==> src/rtl/ucfr_pkg.sv <==
// Package for the command frame receiver: frame position codes, byte codes,
// result struct and per-command length/argument helpers. No dependencies.
`timescale 1ns / 1ps

package ucfr_pkg;

  localparam logic [7:0] BreakByte = 8'h00;
  localparam logic [7:0] SyncByte  = 8'h55;
  localparam logic [3:0] AddrReset = 4'h1;

  // Position of the next expected frame byte
  typedef enum logic [2:0] {
    POS_BREAK = 3'd0,
    POS_SYNC  = 3'd1,
    POS_ID    = 3'd2,
    POS_ARG0  = 3'd3,
    POS_ARG1  = 3'd4,
    POS_CKSUM = 3'd5
  } pos_e;

  typedef enum logic [2:0] {
    CMD_0 = 3'd0,
    CMD_1 = 3'd1,
    CMD_2 = 3'd2,
    CMD_3 = 3'd3,
    CMD_4 = 3'd4,
    CMD_5 = 3'd5,
    CMD_6 = 3'd6,
    CMD_7 = 3'd7
  } cmd_e;

  typedef struct packed {
    logic [2:0] command;
    logic [7:0] first_arg;
    logic [7:0] second_arg;
  } frame_res_t;

  // Position of the last (checksum) byte of a frame
  function automatic pos_e last_pos(input logic [2:0] cmd);
    pos_e p;
    case (cmd)
      CMD_1, CMD_5, CMD_6: p = POS_ARG1;
      CMD_3:               p = POS_CKSUM;
      default:             p = POS_ARG0;
    endcase
    return p;
  endfunction

  function automatic logic has_first_arg(input logic [2:0] cmd);
    return (cmd == CMD_1) || (cmd == CMD_3) || (cmd == CMD_5) || (cmd == CMD_6);
  endfunction

  function automatic logic has_second_arg(input logic [2:0] cmd);
    return cmd == CMD_3;
  endfunction

endpackage

==> src/rtl/uart_command_frame_receiver.sv <==
// Top level of the command frame receiver: framing parser plus result register.
// Depends on ucfr_pkg, ucfr_parser and ucfr_out_reg.
//
//   channel | direction | handshake               | payload
//   --------+-----------+-------------------------+--------------------------------
//   in      | input     | in_valid_i / in_stall_o | rx_byte_i
//   out     | output    | out_valid_o/out_stall_i | command_o, first_arg_o, second_arg_o
//   cfg     | input     | cfg_we_i                | cfg_wdata_i (node address)
//
// One byte per cycle while in_stall_o is low; a completed frame's result appears the
// cycle after its last byte. The one-entry result register sets the figure; in_stall_o
// rises only while it holds an item and out_stall_i is high.
// Reset clears position, stored bytes and result valid; node address resets to 1.
`timescale 1ns / 1ps

module uart_command_frame_receiver import ucfr_pkg::*; (
  input  logic       clk_i,
  input  logic       rst_ni,
  input  logic       cfg_we_i,
  input  logic [3:0] cfg_wdata_i,
  input  logic       in_valid_i,
  output logic       in_stall_o,
  input  logic [7:0] rx_byte_i,
  output logic       out_valid_o,
  input  logic       out_stall_i,
  output logic [2:0] command_o,
  output logic [7:0] first_arg_o,
  output logic [7:0] second_arg_o
);

  logic       accept;
  logic       done;
  frame_res_t res;
  frame_res_t res_out;

  assign accept = in_valid_i & ~in_stall_o;

  ucfr_parser u_parser (
    .clk_i       (clk_i),
    .rst_ni      (rst_ni),
    .cfg_we_i    (cfg_we_i),
    .cfg_wdata_i (cfg_wdata_i),
    .accept_i    (accept),
    .rx_byte_i   (rx_byte_i),
    .done_o      (done),
    .res_o       (res)
  );

  ucfr_out_reg u_out_reg (
    .clk_i       (clk_i),
    .rst_ni      (rst_ni),
    .load_i      (accept & done),
    .res_i       (res),
    .out_stall_i (out_stall_i),
    .busy_o      (in_stall_o),
    .out_valid_o (out_valid_o),
    .res_o       (res_out)
  );

  assign command_o    = res_out.command;
  assign first_arg_o  = res_out.first_arg;
  assign second_arg_o = res_out.second_arg;

`ifndef ASSERT_OFF
  // Input only backs up behind a held result
  a_stall_needs_result: assert property (@(posedge clk_i) disable iff (!rst_ni)
    in_stall_o |-> out_valid_o)
    else $error("in_stall_o high with no result held");

  // Second argument only carries data for command 3
  a_second_arg_zero: assert property (@(posedge clk_i) disable iff (!rst_ni)
    (out_valid_o && (command_o != CMD_3)) |-> (second_arg_o == 8'h00))
    else $error("second_arg nonzero for a command without it");

  // A new result follows an accepted byte
  a_result_from_item: assert property (@(posedge clk_i) disable iff (!rst_ni)
    $rose(out_valid_o) |-> $past(in_valid_i && !in_stall_o))
    else $error("result appeared without an accepted item");
`endif

endmodule

==> src/rtl/ucfr_parser.sv <==
// Framing state machine: tracks the byte position, stores identifier and
// argument bytes, holds the node address register. Uses ucfr_pkg.
`timescale 1ns / 1ps

module ucfr_parser import ucfr_pkg::*; (
  input  logic       clk_i,
  input  logic       rst_ni,
  input  logic       cfg_we_i,
  input  logic [3:0] cfg_wdata_i,
  input  logic       accept_i,
  input  logic [7:0] rx_byte_i,
  output logic       done_o,
  output frame_res_t res_o
);

  pos_e       pos_q, pos_d;
  logic [3:0] addr_q;
  logic [7:0] id_q;
  logic [7:0] arg0_q;
  logic [7:0] arg1_q;
  logic [2:0] cmd;
  logic       at_last;

  assign cmd     = id_q[6:4];
  assign at_last = (pos_q == last_pos(cmd));

  // Next position
  always_comb begin
    pos_d = pos_q;
    case (pos_q)
      POS_SYNC: begin
        if (rx_byte_i == SyncByte) pos_d = POS_ID;
        else if (rx_byte_i == BreakByte) pos_d = POS_SYNC;
        else pos_d = POS_BREAK;
      end
      POS_ID: begin
        pos_d = (rx_byte_i[3:0] == addr_q) ? POS_ARG0 : POS_BREAK;
      end
      POS_ARG0: pos_d = at_last ? POS_BREAK : POS_ARG1;
      POS_ARG1: pos_d = at_last ? POS_BREAK : POS_CKSUM;
      POS_CKSUM: pos_d = POS_BREAK;
      default: begin
        // break position, and any stray code
        pos_d = (rx_byte_i == BreakByte) ? POS_SYNC : POS_BREAK;
      end
    endcase
  end

  // Completion and result fields; args come from stored bytes only
  always_comb begin
    case (pos_q)
      POS_ARG0, POS_ARG1, POS_CKSUM: done_o = at_last;
      default:                       done_o = 1'b0;
    endcase
    res_o.command    = cmd;
    res_o.first_arg  = has_first_arg(cmd) ? arg0_q : 8'h00;
    res_o.second_arg = has_second_arg(cmd) ? arg1_q : 8'h00;
  end

  always_ff @(posedge clk_i or negedge rst_ni) begin
    if (!rst_ni) begin
      pos_q  <= POS_BREAK;
      addr_q <= AddrReset;
      id_q   <= 8'h00;
      arg0_q <= 8'h00;
      arg1_q <= 8'h00;
    end else begin
      if (cfg_we_i) addr_q <= cfg_wdata_i;
      if (accept_i) begin
        pos_q <= pos_d;
        if (pos_q == POS_ID) id_q <= rx_byte_i;
        if (pos_q == POS_ARG0) arg0_q <= rx_byte_i;
        if (pos_q == POS_ARG1) arg1_q <= rx_byte_i;
      end
    end
  end

endmodule

==> src/rtl/ucfr_out_reg.sv <==
// Result register with valid/stall handshake; frees the input side as soon
// as the held item is taken. Uses ucfr_pkg for the result struct.
`timescale 1ns / 1ps

module ucfr_out_reg import ucfr_pkg::*; (
  input  logic       clk_i,
  input  logic       rst_ni,
  input  logic       load_i,
  input  frame_res_t res_i,
  input  logic       out_stall_i,
  output logic       busy_o,
  output logic       out_valid_o,
  output frame_res_t res_o
);

  logic       valid_q, valid_d;
  frame_res_t res_q;

  // busy: holding an item that the sink is not taking this cycle
  assign busy_o = valid_q & out_stall_i;

  always_comb begin
    valid_d = valid_q;
    if (load_i) valid_d = 1'b1;
    else if (!out_stall_i) valid_d = 1'b0;
  end

  always_ff @(posedge clk_i or negedge rst_ni) begin
    if (!rst_ni) begin
      valid_q <= 1'b0;
    end else begin
      valid_q <= valid_d;
    end
  end

  always_ff @(posedge clk_i) begin
    if (load_i) res_q <= res_i;
  end

  assign out_valid_o = valid_q;
  assign res_o       = res_q;

endmodule

==> config.mk <==
export PLATFORM = sky130hd
export DESIGN_NAME = uart_command_frame_receiver
export DESIGN_NICKNAME = d
export VERILOG_FILES = /design/src/rtl/ucfr_pkg.sv /design/src/rtl/uart_command_frame_receiver.sv /design/src/rtl/ucfr_parser.sv /design/src/rtl/ucfr_out_reg.sv
export SDC_FILE = /design/constraint.sdc
export NUM_CORES = 1
export LEC_CHECK = 0
export BUFFER_PORTS_ARGS = -buffer_cell sky130_fd_sc_hd__buf_2
export CAP_MARGIN = 25
export CORE_UTILIZATION = 58
export DETAILED_ROUTE_END_ITERATION = 8
export PLACE_DENSITY = 0.83
export SLEW_MARGIN = 20
export SYNTH_ARGS = -nofsm -noshare
export SYNTH_HDL_FRONTEND = slang
export SYNTH_HIERARCHICAL = 1
export SYNTH_SLANG_ARGS = --single-unit
==> constraint.sdc <==
create_clock -name clk_i -period 4.4 [get_ports clk_i]
set_clock_uncertainty 0.1 [all_clocks]
set_input_delay 0.22 -clock clk_i [delete_from_list [all_inputs] [get_ports clk_i]]
set_output_delay 0.22 -clock clk_i [all_outputs]
set_load 0.1 [all_outputs]
==> Word level (Yosys, flattened, before mapping) <==
Index checks and enable logic that the tools add are counted.
{ "classes": {"add_sub_neg": 0, "n_mul": 0, "n_div": 0, "n_lt_le_gt_ge": 0, "eq_ne": 13, "shift": 0, "muxes": 10, "bitwise": 4, "reduce_logical": 9} }
{ "op_table": {"columns": ["op", "count"], "rows": [
  ["$pmux W3 S5", 1],
  ["$eq A3 B3 Y1 const B", 4],
  ["$eq A3 B2 Y1 const B", 3],
  ["$mux W3", 3],
  ["$eq A8 B7 Y1 const B", 1],
  ["$logic_not A8 Y1", 1],
  ["$eq A3 B1 Y1 const B", 2],
  ["$pmux W3 S2", 1],
  ["$reduce_and A2 Y1", 3],
  ["$reduce_or A3 Y1", 2],
  ["$eq A4 B4 Y1", 1],
  ["$mux W1", 4],
  ["$and A1 B1 Y1", 3],
  ["$eq A3 B3 Y1", 1],
  ["$logic_or A1 B1 Y1", 3],
  ["$mux W2", 1],
  ["$ne A2 B1 Y1 const B", 1],
  ["$not A1 Y1", 1]
]} }
{ "word_totals": {"regBits": 50, "latchBits": 0, "ramBits": 0, "romBits": 0, "input_bits": 17, "output_inout_bits": 21, "elab_cells": 45, "memories": 0} }

==> Logic depth before layout (Yosys ltp) <==
{ "logic_depth": {"ltp_word": 7, "mapped_depth": 6, "depth_no_buf": 6} }

==> Cells and area by module <==
Netlist, hierarchy kept.
{ "by_module_without_submodules": {"columns": ["mod", "n_inst", "cells_each", "area_each_um2", "seq_area_each_um2"], "rows": [
  ["ucfr_parser", 1, 112, 1333.8, 651.9],
  ["ucfr_out_reg", 1, 22, 609.3, 595.6],
  ["uart_command_frame_receiver", 1, 2, 15.0, 0.0]
]} }

==> Least setup slack after synthesis <==
Ideal clock, no wire load.
{ "synth_path": {"path_kind": "reg-to-reg", "from": "register u_out_reg.valid_q (netlist: u_out_reg/out_valid_o)", "to": "register u_parser.arg0_q[0]", "setup_ns": 0.125, "t_arrival_ns": 2.718, "required_ns": 4.175, "slack_ns": 1.458, "path_stages_with_launch": 6, "n_path_buf": 1, "period_less_slack_ns": 2.942, "cell_sequence": "dfrtp_1 and2_1 nor2b_1 buf_4 nand3_1 mux2_2"} }
{ "synth_between": {"elab_chain_len": 4} }
{ "synth_lines": {"columns": ["element", "line", "text"], "rows": [
  ["start: declaration", "ucfr_out_reg.sv:16", "logic valid_q, valid_d;"],
  ["start signal: assignment", "ucfr_out_reg.sv:32", "valid_q <= valid_d;"],
  ["$and A1 B1 Y1", "ucfr_out_reg.sv:20", "assign busy_o = valid_q & out_stall_i;"],
  ["via in_stall_o", "uart_command_frame_receiver.sv:22", "output logic in_stall_o,"],
  ["$not A1 Y1", "uart_command_frame_receiver.sv:36", "assign accept = in_valid_i & ~in_stall_o;"],
  ["$and A1 B1 Y1", "uart_command_frame_receiver.sv:36", null],
  ["via accept", "uart_command_frame_receiver.sv:31", "logic accept;"],
  ["$reduce_and A2 Y1 (no source line)", null, null],
  ["end signal: assignment", "ucfr_parser.sv:72", "if (pos_q == POS_ARG0) arg0_q <= rx_byte_i;"],
  ["end: declaration", "ucfr_parser.sv:19", "logic [7:0] arg0_q;"]
]} }
The timed path passes the listed nets, and every way through them passes these cells.
A chain may end at the register's enable or synchronous reset.

==> Worst setup path in the final report <==
{ "layout_path": {"from": "register u_parser.id_q[5]", "to": "register u_out_reg.res_q (netlist bit u_out_reg/res_o[8]) (enable)"} }
{ "layout_between": {"elab_chain_len": 6, "word_cells_on_any_way": 9, "classes_between": "eq/ne: 5; mux: 2; bitwise: 1; reduce/logical: 1"} }
{ "layout_lines": {"columns": ["element", "line", "text"], "rows": [
  ["start: declaration", "ucfr_parser.sv:18", "logic [7:0] id_q;"],
  ["start signal: assignment", "ucfr_parser.sv:71", "if (pos_q == POS_ID) id_q <= rx_byte_i;"],
  ["$eq A3 B3 Y1 or $eq A3 B1 Y1 (tied branches)", "ucfr_pkg.sv:41", "case (cmd)"],
  ["$reduce_or A3 Y1", "ucfr_pkg.sv:41", null],
  ["$pmux W3 S2 (*)", "ucfr_pkg.sv:41", null],
  ["$eq A3 B3 Y1 (*)", "ucfr_parser.sv:25", "assign at_last = (pos_q == last_pos(cmd));"],
  ["$mux W1 (*)", "ucfr_parser.sv:51", "case (pos_q)"],
  ["via done", "uart_command_frame_receiver.sv:32", "logic done;"],
  ["$and A1 B1 Y1 (*)", "uart_command_frame_receiver.sv:52", ".load_i (accept & done),"],
  ["end signal: assignment", "ucfr_out_reg.sv:37", "if (load_i) res_q <= res_i;"],
  ["end: declaration", "ucfr_out_reg.sv:17", "frame_res_t res_q;"]
]} }
Mark *: on every way through the listed nets, which the timed path passes. The rest lies on a longest branch.

==> metrics.txt <==
mux contribution to synthesized area=13.80%; RSZ-0062 raised after global routing=no; Core Area=3128 µm²; Synth Area in Compound Gates=about 4.4%; Slew Viols, Final=0; IO Port Bufs=37; Post-DRT Antenna Nets=0; # fillers=between 200 and 250; Syn-to-layout area delta=16.42%; Post-Synth Adder-Cell Area=0%; Post-route DRC=0; synthesized flop and latch total=between 40 and 50; layout net count=slightly below 200; setup TNS=0 ns; R2R Path Start=u_parser/id_q[5]; layout cells sized above 1=40.98%; main area contributors after synthesis=dfrtp_1 33%, edfxtp_1 29%, mux2_2 14%, nor2b_1 3.5%, and2_1 2.9%; # clock sinks=between 40 and 50; Worst Hold End=u_parser/arg1_q[7]; status=completed; Max Cap Viol=0; synthesized instance count=about 140; routed vias=~1,300; gpl congestion=0.7987; worst setup path start=u_parser/id_q[5]; Final WS setup=1.657 ns; post-DP HPWL=2491 µm; leakage power=1.106 nW; CP startpoint kind=flop; Die ar.=between 3000 and 4000 µm²; slack of the worst reg-to-reg path=approximately 1.7 ns; Post-CTS Hold Fix Bufs=6; Routed WL per cell=around 15 µm; worst hold stages=2; slew margin rel.=between 40 and 50%; cells resized by post-CTS repair=0; min cycle time layout=2.743 ns; hold wc startpoint=rx_byte_i[7]; Final Hold Fails=0; die width=60.11 µm; initial antenna violation count=0; Initial Util=around 63%; first-pass GRT wire length=5547 µm; period utilization=62.33%; die height=60.11 µm; Final setup viols=0; worst-margin pin slew=0.8331 ns; Required @ worst endpoint=~4.3 ns; dpl ws=approximately 1.7 ns; commonest cells in the netlist=26 x dfrtp_1, 24 x mux2_2, 19 x edfxtp_1, 11 x nor2b_1, 9 x and2_1; worst reg2reg path depth=5; Crit Path Category=reg2reg; Max Root-Sink Buffers=2; combinational family with the most area after synthesis=simple AND/OR/NAND/NOR gates; Synth top area share=roughly 33%; sequential element share of the synthesized area=a little under two thirds; Max VDD drop=~0.22 mV; vias in the first global route=roughly 1,200; # IOs=38; # Post-CTS Setup Buffers=0; vias per cell=roughly 5.5; Mapped Area=~2000 µm²; overall routing resource usage=between 20% and 30%; CTS tree=built; WL final=roughly 3500 µm; YS warnings=6; XOR/XNOR Fraction of Synth Area=about 2.2%; Avg Inst Size Synth=about 14 µm²; Iteration-0 DRC Markers=33; post-synth cell types=35; Hold Crit Class=in2reg; Post-synth EDFFs=19; Clk Latency, worst-skew pair=around 0.35 ns; FFs w/ async S/R, synth=about three fifths; main flop type after synthesis=dfrtp_1; H-tree Lvls=2; Critical R2R Capture=u_out_reg/res_o[8]; First-pass DRT Iterations=5; grt ovf=0; Yosys top cell by area=dfrtp_1; root buf cell=clkbuf_4; Max Freq=around 0.36 GHz; Crit. End Element=flop; CTS clk-pin slew, worst paths=0.12 ns; post-layout util=roughly 73%; Max Fanout on Critical Path=20; row count=20; Synth Area in Simple Gates=~14%; most common cell in the netlist=dfrtp_1; CTS Buf Count=5; Syn Nets=roughly 150; CP Data Arrival Time=between 2 and 3 ns; Ant. Diodes=0; Cell Pwr Density=299.4 nW/µm²; largest net degree at the start of global routing=28
==> kinds of logic (layout without fill, tap and decap cells) <==
logic type,count (synthesis),count (layout)
flops,46,46
simple gates,46,46
mux,24,24
compound gates,10,10
xor+xnor,5,5
buf+inv,5,52
==> layout make-up <==
| cell class | instances | area [µm²] | share of cell area (%) |
|---|---|---|---|
| flip-flops and latches | 46 | 1247 | 54.72 |
| multi-input cells | 85 | 678.2 | 29.75 |
| repair buffers | 43 | 245.2 | 10.76 |
| well taps | 44 | 55.05 | 2.415 |
| clock buffers | 6 | 41.29 | 1.811 |
| clock inverters | 2 | 8.758 | 0.3842 |
| inverters | 1 | 3.754 | 0.1647 |
==> where the power goes <==
part           internal (W)  total (W)  switching [W]
logic             0.0000211  0.0000438      0.0000227
registers          0.000450   0.000455     0.00000520
clock network     0.0000602   0.000183       0.000123
total              0.000531   0.000682       0.000151
==> metrics by stage <==
stage / instances / total power, W / hold slack (ns) / cell area, µm²
2_1_floorplan: 136 / 0.0004827 / -0.1756 / 1958
3_3_place_gp: 213 / 0.0005011 / 0.1388 / 2170
3_5_place_dp: 213 / 0.0005041 / 0.1600 / 2170
4_1_cts: 227 / 0.0006874 / 0.04513 / 2280
5_1_grt: 227 / 0.0007133 / 0.03595 / 2280
6_report: 227 / 0.0006825 / 0.05694 / 2280
==> critical path: stages (launching register included) <==
cell and delay [ns]:
dfrtp_1 0.43, nand2_1 0.13, xor2_1 0.61, and3_1 0.29, a31o_2 0.10, and3b_1 0.70
==> registers in the layout, summed over array words and instances (netlist names) <==
name and cells:
u_out_reg/out_valid_o 1, u_out_reg/res_o 19, u_parser/addr_q 4, u_parser/arg0_q 8
u_parser/arg1_q 8, u_parser/id_q 3, u_parser/pos_q 3
==> metal layers <==
layer  share of wire (%)  up-vias  GRT usage [%]
met5                   0        -              0
met4                 2.2        0          9.635
met3                 6.8       10          8.225
met2                  52       71          37.36
met1                  39      592          25.58
li1                    -      586              -
==> cell usage in the layout (no fill, tap or decap), types with 2 or more instances in the layout <==
cell            n
buf_2          37
dfrtp_1        26
mux2_2         24
edfxtp_1       19
nor2b_1        11
and2_1          9
dlygate4sd3_1   6
clkbuf_4        5
nor2_1          5
nand2_1         4
xor2_1          3
and3_1          3
o21ai_0         2
nand3_1         2
nand4_1         2
xnor2_1         2
nor3_1          2
==> how the worst max path moves through the flow <==
| stage | endpoint | slack [ns] | cells past startpoint |
|---|---|---|---|
| after floorplan | u_parser/arg0_q[0] | 1.46 | 5 |
| after global placement | u_out_reg/res_o[0] | 1.83 | 5 |
| after detailed placement | u_out_reg/res_o[0] | 1.69 | 5 |
| after CTS | u_out_reg/res_o[6] | 1.66 | 5 |
| after global routing | u_out_reg/res_o[9] | 1.47 | 5 |
| final | u_out_reg/res_o[8] | 1.66 | 5 |
Note: power is estimated with default switching activity, not from simulation.
